### config.mk
export PLATFORM = sky130hd
export DESIGN_NAME = fix16_to_decimal_text
export DESIGN_NICKNAME = d
export VERILOG_FILES = /design/src/design/fdt_pkg.sv /design/src/design/fdt_digit_stage.sv /design/src/design/fdt_format.sv /design/src/design/fdt_serializer.sv /design/src/design/fix16_to_decimal_text.sv
export SDC_FILE = /design/constraint.sdc
export NUM_CORES = 1
export LEC_CHECK = 0
export BUFFER_PORTS_ARGS = -buffer_cell sky130_fd_sc_hd__buf_4
export CAP_MARGIN = 20
export CORE_ASPECT_RATIO = 1.1
export CORE_MARGIN = 5
export CORE_UTILIZATION = 58
export DETAILED_ROUTE_END_ITERATION = 10
export GPL_TIMING_DRIVEN = 0
export PLACE_DENSITY = 0.77
export SYNTH_ARGS = -nofsm -noshare
export SYNTH_HDL_FRONTEND = slang
export SYNTH_SLANG_ARGS = --single-unit
### constraint.sdc
create_clock -name clock -period 5.4 [get_ports clock]
set_input_delay 0 -clock clock [delete_from_list [all_inputs] [get_ports clock]]
set_output_delay 0 -clock clock [all_outputs]
set_load 0.03 [all_outputs]
### src/design/fdt_pkg.sv
// Shared types, constants and helpers for the fixed-point to decimal text formatter.
package fdt_pkg;

   // Field widths.
   localparam int WORD_WIDTH  = 32;
   localparam int HALF_WIDTH  = 16;
   localparam int DIGIT_WIDTH = 4;
   localparam int CHAR_WIDTH  = 8;

   // Layout of the text.
   localparam int WHOLE_DIGITS_DEF = 5;
   localparam int FRACTION_DIGITS  = 5;

   // A 16-bit whole part has at most five digits, and there are five fraction weights.
   // Each digit stage handles one of each.
   localparam int DIGIT_COUNT = 5;

   // Reciprocal of ten. It is exact for every 16-bit dividend.
   localparam int RECIP_TEN   = 52429;
   localparam int RECIP_SHIFT = 19;
   localparam int TEN         = 10;
   localparam int MAX_DIGIT   = 9;

   // ASCII codes.
   localparam logic [CHAR_WIDTH-1:0] CHAR_SPACE = 8'h20;
   localparam logic [CHAR_WIDTH-1:0] CHAR_MINUS = 8'h2D;
   localparam logic [CHAR_WIDTH-1:0] CHAR_DOT   = 8'h2E;
   localparam logic [CHAR_WIDTH-1:0] CHAR_ZERO  = 8'h30;

   typedef logic [DIGIT_WIDTH-1:0] digit_type;

   // Data that travels down the digit pipeline.
   typedef struct packed {
      logic                                neg;
      logic [HALF_WIDTH-1:0]               whole;
      logic [HALF_WIDTH-1:0]               frac;
      logic [DIGIT_COUNT-1:0][DIGIT_WIDTH-1:0] wdig;
      logic [DIGIT_COUNT-1:0][DIGIT_WIDTH-1:0] fdig;
   } pipe_type;

   // Weight of each fraction place.
   function automatic logic [HALF_WIDTH-1:0] frac_weight(input int idx);
      logic [HALF_WIDTH-1:0] w;
      unique case (idx)
         0:       w = 16'd6553;
         1:       w = 16'd655;
         2:       w = 16'd65;
         3:       w = 16'd7;
         default: w = 16'd1;
      endcase
      return w;
   endfunction

endpackage

### src/design/fdt_digit_stage.sv
// One pipeline stage that extracts one whole digit and one fraction digit.
module fdt_digit_stage #(
   parameter int IDX = 0
) (
   input  logic             clock,
   input  logic             reset,
   input  logic             in_valid,
   output logic             in_stall,
   input  fdt_pkg::pipe_type in_data,
   output logic             out_valid,
   input  logic             out_stall,
   output fdt_pkg::pipe_type out_data
);
   import fdt_pkg::*;

   localparam logic [HALF_WIDTH-1:0] WEIGHT = frac_weight(IDX);

   logic [WORD_WIDTH-1:0] prod;
   logic [HALF_WIDTH-1:0] quot10;
   logic [HALF_WIDTH-1:0] tenfold;
   logic [HALF_WIDTH-1:0] wrem;
   logic [DIGIT_WIDTH-1:0] fq;
   logic [HALF_WIDTH-1:0] fsub;
   logic                  advance;
   logic                  valid_ff;
   pipe_type              data_ff;
   pipe_type              data_in;

   // Whole part: divide by ten with a reciprocal multiply, keep the remainder as the digit.
   always_comb begin
      prod    = WORD_WIDTH'(in_data.whole) * WORD_WIDTH'(RECIP_TEN);
      quot10  = HALF_WIDTH'(prod >> RECIP_SHIFT);
      tenfold = {quot10[HALF_WIDTH-4:0], 3'b000} + {quot10[HALF_WIDTH-2:0], 1'b0};
      wrem    = in_data.whole - tenfold;
   end

   // Fraction part: compare against the weight times one to nine, the quotient clamps at nine.
   always_comb begin
      fq   = '0;
      fsub = '0;
      for (int k = 1; k <= MAX_DIGIT; k++) begin
         if (in_data.frac >= HALF_WIDTH'(k * int'(WEIGHT))) begin
            fq   = DIGIT_WIDTH'(k);
            fsub = HALF_WIDTH'(k * int'(WEIGHT));
         end
      end
   end

   // Next contents of the stage register.
   always_comb begin
      data_in           = in_data;
      data_in.whole     = quot10;
      data_in.frac      = in_data.frac - fsub;
      data_in.wdig[IDX] = wrem[DIGIT_WIDTH-1:0];
      data_in.fdig[IDX] = fq;
   end

   // The stage takes new data whenever it is empty or its content moves on.
   assign advance  = !valid_ff || !out_stall;
   assign in_stall = !advance;

   always_ff @(posedge clock) begin
      if (reset) begin
         valid_ff <= 1'b0;
      end else if (advance) begin
         valid_ff <= in_valid;
      end
   end

   always_ff @(posedge clock) begin
      if (advance) begin
         data_ff <= data_in;
      end
   end

   assign out_valid = valid_ff;
   assign out_data  = data_ff;

   // The reciprocal divide must always leave a decimal digit.
   assert property (@(posedge clock) disable iff (reset)
      out_valid |-> out_data.wdig[IDX] <= DIGIT_WIDTH'(MAX_DIGIT))
      else $error("whole digit out of range");

   // The carried remainder is below the weight unless the digit was clamped.
   assert property (@(posedge clock) disable iff (reset)
      out_valid |-> (out_data.frac < WEIGHT) || (out_data.fdig[IDX] == DIGIT_WIDTH'(MAX_DIGIT)))
      else $error("fraction remainder not reduced");

endmodule

### src/design/fdt_format.sv
// Pipeline stage that lays out the digits, sign and point as ASCII text.
module fdt_format #(
   parameter int WHOLE_DIGITS = fdt_pkg::WHOLE_DIGITS_DEF,
   parameter int TEXT_LEN     = WHOLE_DIGITS + fdt_pkg::FRACTION_DIGITS + 2
) (
   input  logic                                     clock,
   input  logic                                     reset,
   input  logic                                     in_valid,
   output logic                                     in_stall,
   input  fdt_pkg::pipe_type                        in_data,
   output logic                                     out_valid,
   input  logic                                     out_stall,
   output logic [TEXT_LEN-1:0][fdt_pkg::CHAR_WIDTH-1:0] out_text
);
   import fdt_pkg::*;

   localparam int NW = $clog2(DIGIT_COUNT + 1);

   logic [NW-1:0]                       ndig;
   logic                                sign_field;
   logic                                advance;
   logic                                valid_ff;
   logic [TEXT_LEN-1:0][CHAR_WIDTH-1:0] text_ff;
   logic [TEXT_LEN-1:0][CHAR_WIDTH-1:0] text_in;

   // Number of significant whole digits, at least one so that zero shows as '0'.
   always_comb begin
      ndig = NW'(1);
      for (int j = 1; j < DIGIT_COUNT; j++) begin
         if (in_data.wdig[j] != '0) begin
            ndig = NW'(j + 1);
         end
      end
   end

   // The sign sits just left of the digits when a padding position other than the
   // leftmost one is free; otherwise it takes the lead place.
   assign sign_field = in_data.neg && (int'(ndig) + 2 <= WHOLE_DIGITS);

   always_comb begin
      text_in    = '0;
      text_in[0] = (in_data.neg && !sign_field) ? CHAR_MINUS : CHAR_SPACE;
      // Whole positions, counted from the right: digits, sign, then padding.
      for (int j = 0; j < WHOLE_DIGITS; j++) begin
         text_in[WHOLE_DIGITS - j] = CHAR_SPACE;
         if (sign_field && (j == int'(ndig))) begin
            text_in[WHOLE_DIGITS - j] = CHAR_MINUS;
         end
      end
      for (int j = 0; j < DIGIT_COUNT; j++) begin
         if (j < int'(ndig)) begin
            text_in[WHOLE_DIGITS - j] = CHAR_ZERO + CHAR_WIDTH'(in_data.wdig[j]);
         end
      end
      text_in[WHOLE_DIGITS + 1] = CHAR_DOT;
      for (int i = 0; i < FRACTION_DIGITS; i++) begin
         text_in[WHOLE_DIGITS + 2 + i] = CHAR_ZERO + CHAR_WIDTH'(in_data.fdig[i]);
      end
   end

   assign advance  = !valid_ff || !out_stall;
   assign in_stall = !advance;

   always_ff @(posedge clock) begin
      if (reset) begin
         valid_ff <= 1'b0;
      end else if (advance) begin
         valid_ff <= in_valid;
      end
   end

   always_ff @(posedge clock) begin
      if (advance) begin
         text_ff <= text_in;
      end
   end

   assign out_valid = valid_ff;
   assign out_text  = text_ff;

endmodule

### src/design/fdt_serializer.sv
// Output shift register that sends the formatted text one character per cycle while not stalled.
module fdt_serializer #(
   parameter int TEXT_LEN = fdt_pkg::WHOLE_DIGITS_DEF + fdt_pkg::FRACTION_DIGITS + 2
) (
   input  logic                                     clock,
   input  logic                                     reset,
   input  logic                                     in_valid,
   output logic                                     in_stall,
   input  logic [TEXT_LEN-1:0][fdt_pkg::CHAR_WIDTH-1:0] in_text,
   output logic                                     rsp_valid,
   input  logic                                     rsp_stall,
   output logic [fdt_pkg::CHAR_WIDTH-1:0]           rsp_character,
   output logic                                     rsp_last
);
   import fdt_pkg::*;

   localparam int CW        = $clog2(TEXT_LEN + 1);
   localparam int TEXT_BITS = TEXT_LEN * CHAR_WIDTH;

   logic [CW-1:0]                       count_ff;
   logic [CW-1:0]                       count_in;
   logic [TEXT_LEN-1:0][CHAR_WIDTH-1:0] text_ff;
   logic [TEXT_LEN-1:0][CHAR_WIDTH-1:0] text_in;
   logic                                take;
   logic                                load;

   assign rsp_valid     = (count_ff != '0);
   assign rsp_last      = (count_ff == CW'(1));
   assign rsp_character = text_ff[0];

   // A new text loads when the register is empty or its last character leaves now.
   assign take     = rsp_valid && !rsp_stall;
   assign in_stall = rsp_valid && !(take && rsp_last);
   assign load     = in_valid && !in_stall;

   always_comb begin
      count_in = count_ff;
      text_in  = text_ff;
      if (load) begin
         count_in = CW'(TEXT_LEN);
         text_in  = in_text;
      end else if (take) begin
         count_in = count_ff - CW'(1);
         text_in  = TEXT_BITS'(text_ff >> CHAR_WIDTH);
      end
   end

   always_ff @(posedge clock) begin
      if (reset) begin
         count_ff <= '0;
      end else begin
         count_ff <= count_in;
      end
   end

   always_ff @(posedge clock) begin
      text_ff <= text_in;
   end

   // A loaded text always starts with the full character count.
   assert property (@(posedge clock) disable iff (reset)
      load |=> count_ff == CW'(TEXT_LEN))
      else $error("text loaded with wrong count");

   // A text is never cut short: after any character but the last, another follows.
   assert property (@(posedge clock) disable iff (reset)
      take && !rsp_last |=> rsp_valid)
      else $error("text ended early");

   // The count never runs past the text length.
   assert property (@(posedge clock) disable iff (reset)
      count_ff <= CW'(TEXT_LEN))
      else $error("character count overflow");

endmodule

### src/design/fix16_to_decimal_text.sv
// A request passes the input, digit stage and format registers before its first character.
// Each request yields WHOLE_DIGITS + 7 characters (12 by default); the last one carries rsp_last.
// The output shift register holds one text at a time and sets the request rate; it loads
// the next text in the cycle its last character is taken.
// Reset is synchronous and active high; it clears the stage valid bits and the character count.
module fix16_to_decimal_text #(
   parameter int WHOLE_DIGITS = fdt_pkg::WHOLE_DIGITS_DEF
) (
   input  logic                           clock,
   input  logic                           reset,
   input  logic                           req_valid,
   output logic                           req_stall,
   input  logic signed [fdt_pkg::WORD_WIDTH-1:0] req_value,
   output logic                           rsp_valid,
   input  logic                           rsp_stall,
   output logic [fdt_pkg::CHAR_WIDTH-1:0] rsp_character,
   output logic                           rsp_last
);
   import fdt_pkg::*;

   localparam int TEXT_LEN = WHOLE_DIGITS + FRACTION_DIGITS + 2;

   pipe_type                            stage_data  [DIGIT_COUNT+1];
   logic [DIGIT_COUNT:0]                stage_valid;
   logic [DIGIT_COUNT:0]                stage_stall;
   logic                                in_valid_ff;
   pipe_type                            in_data_ff;
   pipe_type                            in_data_in;
   logic [WORD_WIDTH-1:0]               mag;
   logic                                in_advance;
   logic                                fmt_valid;
   logic                                fmt_stall;
   logic [TEXT_LEN-1:0][CHAR_WIDTH-1:0] fmt_text;

   // Input stage: take the magnitude and split it into whole and fraction parts.
   always_comb begin
      mag              = req_value[WORD_WIDTH-1] ? (WORD_WIDTH'(0) - WORD_WIDTH'(req_value))
                                                 : WORD_WIDTH'(req_value);
      in_data_in       = '0;
      in_data_in.neg   = req_value[WORD_WIDTH-1];
      in_data_in.whole = mag[WORD_WIDTH-1:HALF_WIDTH];
      in_data_in.frac  = mag[HALF_WIDTH-1:0];
   end

   assign in_advance = !in_valid_ff || !stage_stall[0];
   assign req_stall  = !in_advance;

   always_ff @(posedge clock) begin
      if (reset) begin
         in_valid_ff <= 1'b0;
      end else if (in_advance) begin
         in_valid_ff <= req_valid;
      end
   end

   always_ff @(posedge clock) begin
      if (in_advance) begin
         in_data_ff <= in_data_in;
      end
   end

   assign stage_valid[0] = in_valid_ff;
   assign stage_data[0]  = in_data_ff;

   // Digit pipeline: each stage produces one whole digit and one fraction digit.
   for (genvar g = 0; g < DIGIT_COUNT; g++) begin : g_digit
      fdt_digit_stage #(
         .IDX(g)
      ) u_stage (
         .clock     (clock),
         .reset     (reset),
         .in_valid  (stage_valid[g]),
         .in_stall  (stage_stall[g]),
         .in_data   (stage_data[g]),
         .out_valid (stage_valid[g+1]),
         .out_stall (stage_stall[g+1]),
         .out_data  (stage_data[g+1])
      );
   end

   fdt_format #(
      .WHOLE_DIGITS (WHOLE_DIGITS),
      .TEXT_LEN     (TEXT_LEN)
   ) u_format (
      .clock     (clock),
      .reset     (reset),
      .in_valid  (stage_valid[DIGIT_COUNT]),
      .in_stall  (stage_stall[DIGIT_COUNT]),
      .in_data   (stage_data[DIGIT_COUNT]),
      .out_valid (fmt_valid),
      .out_stall (fmt_stall),
      .out_text  (fmt_text)
   );

   fdt_serializer #(
      .TEXT_LEN (TEXT_LEN)
   ) u_serializer (
      .clock         (clock),
      .reset         (reset),
      .in_valid      (fmt_valid),
      .in_stall      (fmt_stall),
      .in_text       (fmt_text),
      .rsp_valid     (rsp_valid),
      .rsp_stall     (rsp_stall),
      .rsp_character (rsp_character),
      .rsp_last      (rsp_last)
   );

endmodule
# Yosys cells after proc, flatten, opt, wreduce, memory -nomap -nowiden
# Index checks and enable logic that the tools add are counted.
# op_classes
reduce_logical	43
n_mul	5
n_addsub	27
magnitude_cmp	51
eq_ne	5
n_mux	96
# op_table
operator	count
96-bit 2-to-1 mux	2
16-bit by 3-bit >= comparator with 1-bit output (second input constant)	5
16-bit by 6-bit >= comparator with 1-bit output (second input constant)	5
6-bit by 4-bit adder with 7-bit output (first input constant)	10
3-bit 2-to-1 mux	23
16-bit by 13-bit >= comparator with 1-bit output (second input constant)	4
16-bit >= comparator (second input constant)	4
16-bit by 9-bit >= comparator with 1-bit output (second input constant)	4
16-bit 2-to-1 mux	4
8-bit 2-to-1 mux	7
13-bit 2-to-1 mux	4
16-bit by 10-bit >= comparator with 1-bit output (second input constant)	3
16-bit by 12-bit >= comparator with 1-bit output (second input constant)	3
16-bit by 15-bit >= comparator with 1-bit output (second input constant)	3
16-bit by 4-bit >= comparator with 1-bit output (second input constant)	3
15-bit 2-to-1 mux	3
12-bit 2-to-1 mux	3
4-bit 2-to-1 mux	9
9-bit 2-to-1 mux	4
16-bit by 11-bit >= comparator with 1-bit output (second input constant)	2
16-bit by 2-bit >= comparator with 1-bit output (second input constant)	2
16-bit by 5-bit >= comparator with 1-bit output (second input constant)	2
16-bit by 8-bit >= comparator with 1-bit output (second input constant)	2
32-bit by 4-bit less-or-equal comparator with 1-bit output (second input constant)	1
39 further kinds	115
# word_totals
elab_cells	311
inputBits	36
regBits	451
out_inout_bits	11

# Longest topological paths before layout
# Gate-level depths: netlist of the first run.
# depth
depth_word	14
ltp_mapped	25
mapped_depth_nobuf	25

# Hierarchy
# A second synthesis of the first run with hierarchy kept.
# unflattened
hier_cells	4235
hier_area_um2	48037.3
# modules_own_cells
module	n_inst	area_per_inst_um2	cells_each	seq_area_each_um2
fdt_digit_stage (g_digit[0].u_stage)	1	8300.5	811	2122.0
fdt_digit_stage (g_digit[2].u_stage)	1	7957.6	759	2122.0
fdt_digit_stage (g_digit[1].u_stage)	1	7932.6	735	2122.0
fdt_digit_stage (g_digit[3].u_stage)	1	7858.8	748	2122.0
fdt_digit_stage (g_digit[4].u_stage)	1	7373.3	664	2122.0
fdt_serializer	1	4810.9	243	2962.8
fdt_format	1	2008.2	136	1401.3
fix16_to_decimal_text	1	1795.5	139	1011.0

# Worst setup path after synthesis of the first run
# OpenSTA, ideal clock, no wires.
# synth_timing
path_type	register to register
start	register in_data_ff[59] (netlist name)
end	register g_digit[0].u_stage.data_ff (netlist bit g_digit[0].u_stage.out_data[23]), data pin
t_arrival_ns	5.568
required_ns	5.139
slack_ns	-0.429
synth_period_minus_slack_ns	5.829
path_buffers	0
setup_ns	0.261
stages_incl_launch_ff	24
cell_sequence	edfxtp_1 ha_1 inv_1 fa_1 inv_1 fa_1 fa_1 fa_1 inv_1 fa_1 inv_1 ha_1 a211oi_1 nand2_1 a2111oi_2 o31ai_2 and2_1 nor2_1 xnor2_1 ha_1 nand2_1 a21oi_1 a31oi_1 xnor2_1
# synth_lines
element	line_no	text
start, declared	fix16_to_decimal_text.sv:27	pipe_type in_data_ff;
start signal, assigned	fix16_to_decimal_text.sv:58	in_data_ff <= in_data_in;
end signal, assigned	fdt_digit_stage.sv:72	data_ff <= data_in;
end, declared	fdt_digit_stage.sv:26	pipe_type data_ff;

==> flow_summary.ini, run 1 <==
[timing]
slew_headroom_pct = 35.8
setup_viol = 15
drv_slew = 0
worst_pin_slew_ns = 0.962
fin_skew_ns = 0.0162
worst_slack_ns = -0.570
grt_setup_unrepaired = true
hold_viol = 0
fmax_ghz = 0.168
post-route-period-util_pct = 111
min_period_ns = 5.97

[floorplanning]
die_w_um = 218
dieHeight_um = 239
die-area_sq_um = 52000
core_region_area_sq_um = 46800
initial_core_util_pct = 58.8
pin_count = 47
core.rowCount = 83

[placed_design]
place.gp.congestion = 0.965
io_buffers = 44
dp_hpwl_mm = 39.8
dp.cells = 3141
place_ws_ns = -0.822

[synth]
yosysUniqueCellTypes = 71
synth-edff-count = 369
ys_warn_count = 0
syn_area_sq_um = 27500
synthArstFlopShare_pct = 0
synth.ff_latch_count = 380
yosys_most_used_dff = edfxtp_1
seq_area_frac_synth_pct = 41.0
avgSynthCellArea_sq_um = 11.2
syn_inst = 2452

[critical_path]
r2r-end = g_digit[0].u_stage.out_data[62]$_DFFE_PP_
required_ns = 5.70
r2r-start = in_data_ff[63]$_DFFE_PN_
worstSetupPathType = register to register
crit_start = in_data_ff[63]$_DFFE_PN_
crit_cells = 21
cp_num_buf_inv = 6
critPathMostFrequentCell = fa_1
crit_end = g_digit[0].u_stage.out_data[62]$_DFFE_PP_
worstPathCellList = buf_6 > ha_4 > inv_4 > fa_1 > inv_1 > fa_1 > fa_1 > fa_1 > inv_2 > fa_1 > inv_2 > ha_4 > a211oi_2 > nand2_2 > a2111oi_4 > o31ai_4 > buf_4 > a41o_1 > or4_4 > a31oi_4 > xnor2_1
cpMaxStageDelayCell = fa_1
cp-start-kind = register
r2r_setup_slack_ns = -0.57
crit_arrival_ns = 6.27
worstRegToRegCells = 21
crit_family = adder cells
max_stage_delay_ns = 0.52
end_kind = register
worstPathMaxFanout = 3

[detailed_routing]
first_pass_iters = 5
drc = 0
num_vias = 18170
drt_iter0_drc = 1012
drtAntennaViolNets = 0
wire_per_inst_um = 16.4
wirelength_mm = 54.6
viasPerCell = 5.45

[global_route]
grt_remaining_overflow = 0
track_usage_pct = 20.9
grt_pass1_vias = 19176
grt_max_degree = 68
antenna_found_initial = 0
grt_pass1_wl_mm = 89.7

[layout]
layout_common_cells = 425 x inv_1, 372 x ha_1, 369 x edfxtp_1
drive_above_1_share_pct = 11.7
fin_cells = 3337
area.growth.synth_to_final_pct = 16.3
final_common_cell = inv_1
antenna_cells = 0
nets = 3280

[cts]
clockRootBuffer = clkbuf_16
worstSkewPairLatency_ns = 0.56
numCtsBuffers = 41
tritoncts = built
cts.sinks = 380
path_clk_slew_ns = 0.06
cts_max_level = 2
clockBufferDepth = 3

[outcome]
status = finished with violations
violations = setup timing

[worst_hold_path]
hold_class = primary input to register

[run]
maxCapViolCount = 0
==> worst min-delay path by stage <==
stage | from | to | cells past startpoint
after floorplan | reset | u_serializer.count_ff[1]$_SDFFE_PP0P_ | 1
after global placement | req_value[0] | in_data_ff[40]$_DFFE_PN_ | 1
after detailed placement | req_value[0] | in_data_ff[40]$_DFFE_PN_ | 1
after CTS | req_value[0] | in_data_ff[40]$_DFFE_PN_ | 2
after global routing | req_value[0] | in_data_ff[40]$_DFFE_PN_ | 2
final | req_value[0] | in_data_ff[40]$_DFFE_PN_ | 2
==> cell families after synthesis <==
logic type,synth area share [%]
adders and majority gates,30.8
AOI/OAI and AO/OA,7.43
and+or+nand+nor,9.40
other,0.0273
buffers and inverters,6.91
DFF,41.0
xor gates and xnor gates,4.39
==> layer usage <==
layer	vias up	wire [um]	GRT usage, %
met1	8876	22700	26.0
met4	0	1810	6.45
met2	388	28100	38.1
met3	122	2010	2.61
met5	-	0	0
li1	8784	-	-
==> synthesized netlist by cell type, types with 4 or more instances <==
cell	number	share of area (%)
inv_1	445	6.1
ha_1	402	18
edfxtp_1	369	40
nand2_1	233	3.2
fa_1	172	12
xnor2_1	103	3.3
nor2_1	96	1.3
a21oi_1	72	1.3
o21ai_0	69	1.3
nor3_1	49	0.89
clkbuf_1	46	0.63
xor2_1	35	1.1
nand2b_1	33	0.75
nand3_1	28	0.51
a21o_1	21	0.57
o21a_1	18	0.49
and2_1	17	0.39
nor2b_1	17	0.39
or3_1	16	0.36
a21boi_0	15	0.41
nand4_1	14	0.32
or2_2	14	0.32
o31ai_1	13	0.35
a31oi_1	12	0.27
dfxtp_1	11	0.80
nor4_1	11	0.25
o21bai_1	10	0.27
buf_4	8	0.22
a211oi_1	7	0.19
o41ai_1	7	0.22
or4_1	7	0.19
o211ai_1	6	0.16
a41oi_1	5	0.16
and3_1	5	0.11
o2111ai_1	5	0.16
a211o_1	4	0.13
a311oi_1	4	0.13
a41o_1	4	0.15
o311ai_0	4	0.13
==> final cells by class <==
class	instances	area (sq um)
well taps	637	797
repair buffers	174	1570
clock buffers	48	1090
clock inverters	25	375
flip-flops and latches	380	11300
fillers	3214	14800
plain buffers	54	234
multi-input cells	1574	15000
inverters	445	1680
==> per-stage QoR <==
step           util (%)  setup TNS (ns)  hold WS (ns)  area, sq um
2_1_floorplan         -         -0.0147        0.0831        27600
3_3_place_gp       61.4          -70.83         0.193        28800
3_5_place_dp       61.8           -7.30         0.194        28900
4_1_cts            67.4           -3.67         0.161        31500
5_1_grt            68.4           -8.06         0.179        32000
6_report           68.4           -5.17         0.186        32000
==> sequential cells by signal, indices dropped and copies added, names as in the netlist <==
name and count:
u_serializer.text_ff 61, u_format.out_text 46, u_serializer.count_ff 4, g_digit.u_stage.out_data 223
u_serializer.rsp_character 6, in_data_ff 33, u_format.out_valid 1, in_valid_ff 1
g_digit.u_stage.out_valid 5
==> timing repair <==
| item | CTS | global route |
|---|---|---|
| buffers inserted | 46 | 27 |
| hold endpoints to repair | 42 | 0 |
| pin swaps | 20 | 37 |
| endpoints found under the setup margin | 23 | 29 |
| resized for setup | 47 | 65 |
| hold buffers | 53 | 0 |
Power of run 1 is not shown: default switching activity piles up to over one toggle a cycle in this logic, so the estimate is an artifact.
==> run 2, diff against run 1 <==
==> constraint.sdc (replaced) <==
create_clock -name clock -period 5.15 [get_ports clock]
set_input_delay 0 -clock clock [delete_from_list [all_inputs] [get_ports clock]]
set_output_delay 0 -clock clock [all_outputs]
set_load 0.03 [all_outputs]
==> run 2 against run 1 <==
Compared with the run above: the flow still finishes with violations (setup timing); clock-buffer cell count rose by 3; routed wire length rose by 0.64%; register-to-register slack got worse by 0.14 ns; core utilization rose by 0.34 points; worst setup slack got worse by 0.14 ns; first-iteration DRC count fell by 14%; critical endpoint unchanged; global-route usage rose by 0.052 points; sequential share of layout area fell by 0.18 points; via count rose by 0.36%; flip-flop and latch count did not move; cell area rose by 0.50%; die area did not move.
==> flow_summary.ini, run 2 (same netlist as run 1, synthesis figures left out) <==
[outcome]
status = finished with violations
violations = setup timing

[timing]
fin_skew_ns = 0.0299
slew_headroom_pct = 33.5
hold_viol = 0
min_period_ns = 5.86
fmax_ghz = 0.171
worst_pin_slew_ns = 0.993
post-route-period-util_pct = 114
grt_setup_unrepaired = true
setup_viol = 23
drv_slew = 0
worst_slack_ns = -0.706
fin_setup_tns_ns = -8.46

[detailed_routing]
wirelength_mm = 55.0
num_vias = 18235
wl_met3_mm = 2.29
highest-signal-layer = met4
wire_per_inst_um = 16.4
drc = 0
first_pass_iters = 5
m1WireLength_mm = 22.3
wl_met2_mm = 28.9
drtAntennaViolNets = 0
drt_iter0_drc = 870
viasPerCell = 5.45

[worst_hold_path]
hold_path_depth = 2
hold_class = primary input to register

[cts]
cts_max_level = 2
path_clk_slew_ns = 0.06
tritoncts = built
clockRootBuffer = clkbuf_16
cts.sinks = 380
worstSkewPairLatency_ns = 0.55
clockBufferDepth = 3
numCtsBuffers = 40

[critical_path]
worstPathMaxFanout = 4
end_kind = register
required_ns = 5.45
crit_arrival_ns = 6.16
max_stage_delay_ns = 0.52
worstPathCellList = ha_1 > inv_2 > fa_1 > inv_1 > fa_1 > fa_1 > fa_1 > inv_2 > fa_1 > inv_2 > ha_4 > a211oi_2 > nand2_2 > a2111oi_4 > o31ai_4 > buf_4 > buf_6 > a41o_1 > or4_4 > a31oi_4 > xnor2_1
worstRegToRegCells = 21
cpMaxStageDelayCell = fa_1
critPathMostFrequentCell = fa_1
cp-start-kind = register
worstSetupPathType = register to register

[layout]
nets = 3288
final_common_cell = inv_1
largest_register_ffs = 223
antenna_cells = 0
drive_above_1_share_pct = 13.3
layout_common_cells = 425 x inv_1, 370 x ha_1, 369 x edfxtp_1
final_cell_area_sq_um = 32200
final_core_util_pct = 68.8
nFillCells = 3245
area.growth.synth_to_final_pct = 16.9

[placed_design]
place.gp.congestion = 0.933
dp_hpwl_mm = 40.3
place_area_sq_um = 28900
io_buffers = 44

[floorplanning]
dieHeight_um = 239
die-area_sq_um = 52000
initial_core_util_pct = 58.8
pin_count = 47
core.rowCount = 83
core_region_area_sq_um = 46800
die_w_um = 218

[global_route]
grt_pass1_vias = 19172
antenna_found_initial = 0
grt_remaining_overflow = 0
track_usage_pct = 20.9
grt_max_degree = 68
grt_pass1_wl_mm = 90.4

[run]
maxCapViolCount = 0
==> run 2: final cells by class <==
| type | count | area [sq um] | share of cell area [%] |
|---|---|---|---|
| flip-flops and latches | 380 | 11300 | 35.1 |
| plain buffers | 54 | 234 | 0.726 |
| clock inverters | 23 | 254 | 0.789 |
| well taps | 637 | 797 | 2.47 |
| multi-input cells | 1574 | 15200 | 47.3 |
| clock buffers | 51 | 1090 | 3.40 |
| repair buffers | 183 | 1620 | 5.03 |
| inverters | 445 | 1670 | 5.19 |
==> run 2: timing repair <==
item                                    in CTS  in global routing
gates resized for setup                     73                 82
gates cloned                                 0                  0
hold buffers                                52                  0
pin swaps                                   41                 46
buffers inserted                            67                 22
endpoints found under the setup margin      32                 35
hold endpoints to repair                    39                  0
==> run 2: worst paths after layout <==
| path | startpoint | end | slack (ns) |
|---|---|---|---|
| setup reg to reg | in_data_ff[63]$_DFFE_PN_ | g_digit[0].u_stage.out_data[62]$_DFFE_PP_ | -0.71 |
| hold / removal | req_value[0] | in_data_ff[40]$_DFFE_PN_ | 0.21 |
| hold reg to reg | g_digit[3].u_stage.out_data[5]$_DFFE_PP_ | g_digit[4].u_stage.out_data[5]$_DFFE_PP_ | 0.40 |
| setup / recovery | in_data_ff[63]$_DFFE_PN_ | g_digit[0].u_stage.out_data[62]$_DFFE_PP_ | -0.71 |
==> run 2: layer usage <==
| layer | GRT usage, % | vias up |
|---|---|---|
| met5 | 0 | - |
| met4 | 5.69 | 0 |
| met3 | 3.10 | 118 |
| met2 | 38.4 | 428 |
| met1 | 25.9 | 8897 |
| li1 | - | 8792 |
==> run 2: worst max-delay path: cells and delay by family (launching register included) <==
family,cells,cell delay [ns]
compound gates,5,0.94
xor+xnor,1,0.08
fa+ha+maj,7,3.01
buf+inv,6,0.46
flops,1,0.50
simple gates,2,0.59
==> run 2: through the flow <==
step                      setup WS (ns)  hold WS [ns]  cells
final                            -0.706         0.214   3347
after global routing             -0.872         0.219   3347
after global placement           -0.974         0.193   3134
after CTS                        -0.627         0.191   3332
after floorplan                  -0.260        0.0831   2453
after detailed placement          -1.03         0.198   3139
Power of run 2 is left out for the same reason.
==> run 3, diff against run 2 <==
--- a/config.mk
+++ b/config.mk
@@ -9,10 +9,12 @@
 export CAP_MARGIN = 20
 export CORE_ASPECT_RATIO = 1.1
 export CORE_MARGIN = 5
-export CORE_UTILIZATION = 58
+export CORE_UTILIZATION = 60
 export DETAILED_ROUTE_END_ITERATION = 10
 export GPL_TIMING_DRIVEN = 0
-export PLACE_DENSITY = 0.77
+export PLACE_DENSITY = 0.79
+export SETUP_SLACK_MARGIN = 0.02
 export SYNTH_ARGS = -nofsm -noshare
 export SYNTH_HDL_FRONTEND = slang
+export SYNTH_HIERARCHICAL = 1
 export SYNTH_SLANG_ARGS = --single-unit
==> constraint.sdc (replaced) <==
create_clock -name clock -period 5.1 [get_ports clock]
set_input_delay 0 -clock clock [delete_from_list [all_inputs] [get_ports clock]]
set_output_delay 0 -clock clock [all_outputs]
set_load 0.03 [all_outputs]
==> run 3 against run 2 <==
Compared with the run above: the flow still finishes with violations (setup timing); routed wire length grew 110%; critical endpoint is now g_digit[2].u_stage/out_data[31]$_DFFE_PN_; sequential share of layout area is 11 points lower; clock skew is 0.011 ns lower; flip-flop and latch count up 47; highest routed layer unchanged; die area grew 49%; critical path depth up 2; via count up 72%; clock-buffer cell count unchanged.
==> flow_summary.ini, run 3 <==
[critical_path]
r2r-end = g_digit[2].u_stage/out_data[31]$_DFFE_PN_
crit_end = g_digit[2].u_stage/out_data[31]$_DFFE_PN_
cp-start-kind = register
worstRegToRegCells = 23
crit_start = g_digit[1].u_stage/out_data[68]$_DFFE_PN_
crit_arrival_ns = 6.64
worstPathCellList = ha_4 > ha_1 > inv_1 > fa_2 > inv_1 > fa_1 > fa_1 > inv_1 > fa_1 > inv_1 > ha_4 > nand4_1 > a21oi_2 > nor2b_4 > o21ai_2 > xor2_2 > ha_4 > xnor2_2 > xnor2_2 > nor2_1 > mux2i_1 > o21ai_1 > xor2_1
max_stage_delay_ns = 0.56
worstSetupPathType = register to register
worstPathMaxFanout = 4
r2r_setup_slack_ns = -1.17
end_kind = register
cpMaxStageDelayCell = edfxtp_1
required_ns = 5.46
critPathMostFrequentCell = inv_1
r2r-start = g_digit[1].u_stage/out_data[68]$_DFFE_PN_

[cts]
tritoncts = built
path_clk_slew_ns = 0.07
cts_max_level = 2
cts.sinks = 427
worstSkewPairLatency_ns = 0.62
numCtsBuffers = 46
clockBufferDepth = 3
clockRootBuffer = clkbuf_16

[detailed_routing]
wirelength_mm = 117
num_vias = 31363
wl_met3_mm = 6.44
viasPerCell = 5.80
highest-signal-layer = met4
wire_per_inst_um = 21.6
drt_iter0_drc = 2817
drc = 0
wl_met2_mm = 60.0
first_pass_iters = 6
drtAntennaViolNets = 0
m1WireLength_mm = 40.9

[layout]
area.growth.synth_to_final_pct = 22.0
final_common_cell = inv_1
antenna_cells = 0
layout_common_cells = 844 x inv_1, 535 x ha_1, 416 x edfxtp_1
largest_register_ffs = 241
nets = 5524
drive_above_1_share_pct = 23.9
nFillCells = 4255

[global_route]
track_usage_pct = 27.0
grt_remaining_overflow = 0
grt_max_degree = 43
grt_pass1_vias = 32300
grt_pass1_wl_mm = 168
antenna_found_initial = 1

[timing]
worst_pin_slew_ns = 1.02
slew_headroom_pct = 31.9
fmax_ghz = 0.159
min_period_ns = 6.27
grt_setup_unrepaired = true
worst_slack_ns = -1.17
post-route-period-util_pct = 123
hold_ws_ns = 0.146
hold_viol = 0
setup_viol = 60
fin_skew_ns = 0.0193
drv_slew = 0

[floorplanning]
pin_count = 47
core.rowCount = 103
die_w_um = 266
core_region_area_sq_um = 71500
dieHeight_um = 291
die-area_sq_um = 77400
initial_core_util_pct = 60.3

[synth]
syn_inst = 3935
ys_warn_count = 6
syn_area_sq_um = 43100
avgSynthCellArea_sq_um = 11.0

[outcome]
status = finished with violations
violations = setup timing

[worst_hold_path]
hold_class = primary input to register

[placed_design]
place_ws_ns = -1.60
place.gp.congestion = 0.955
io_buffers = 45
dp_hpwl_mm = 73.5

[run]
maxCapViolCount = 0
run 3: metal layers:
layer  vias up  track usage, %
li1      14060               -
met1     15314            30.5
met2      1430            48.9
met3       559            3.35
met4         0            15.9
met5         -               0
run 3: how the worst min path moves through the flow:
stage,from,end,slack (ns),cells past startpoint
3_3_place_gp,req_valid,in_valid_ff$_SDFFE_PP0N_,0.21,3
2_1_floorplan,reset,u_serializer/count_ff[2]$_SDFFE_PP0P_,0.07,1
5_1_grt,req_valid,in_valid_ff$_SDFFE_PP0N_,0.17,4
4_1_cts,req_valid,in_valid_ff$_SDFFE_PP0N_,0.13,4
3_5_place_dp,req_valid,in_valid_ff$_SDFFE_PP0N_,0.21,3
6_report,req_valid,in_valid_ff$_SDFFE_PP0N_,0.15,4
run 3: repair_timing:
action / in CTS / in global routing
cloned: 4 / 4
endpoints found under the hold margin: 44 / 0
setup buffers: 184 / 108
resized for setup: 249 / 184
pin swaps: 167 / 195
setup endpoints to repair: 186 / 101
hold buffers: 57 / 0
run 3: cell type report:
type                            count  area, sq um  area share, %
Buffer                            123          948           1.80
Clock buffer                       51         1170           2.22
Clock inverter                     35          498          0.946
Inverter                          925         3510           6.68
Multi-Input combinational cell   2519        29300           55.7
Sequential cell                   427        12700           24.2
Tap cell                          945         1180           2.25
Timing Repair Buffer              383         3290           6.25
run 3: worst max-delay path: cells and delay by family (launching register included):
kind,cells,cell delay (ns)
simple gates,3,0.43
compound gates,3,0.58
fa+ha+maj,8,3.17
buf+inv,4,0.25
mux,1,0.18
xor+xnor,4,0.86
flops,1,0.56
run 3: stage by stage:
step / instance area (sq um) / util [%] / cells / setup TNS [ns]
2_1_floorplan: 44400 / - / 3990 / -3.30
3_5_place_dp: 46000 / 64.3 / 4983 / -116.15
5_1_grt: 52600 / 73.6 / 5408 / -30.40
6_report: 52600 / 73.6 / 5408 / -22.81
3_3_place_gp: 45900 / 64.2 / 4980 / -89.38
4_1_cts: 51100 / 71.4 / 5313 / -13.15
Power of run 3 is left out for the same reason.
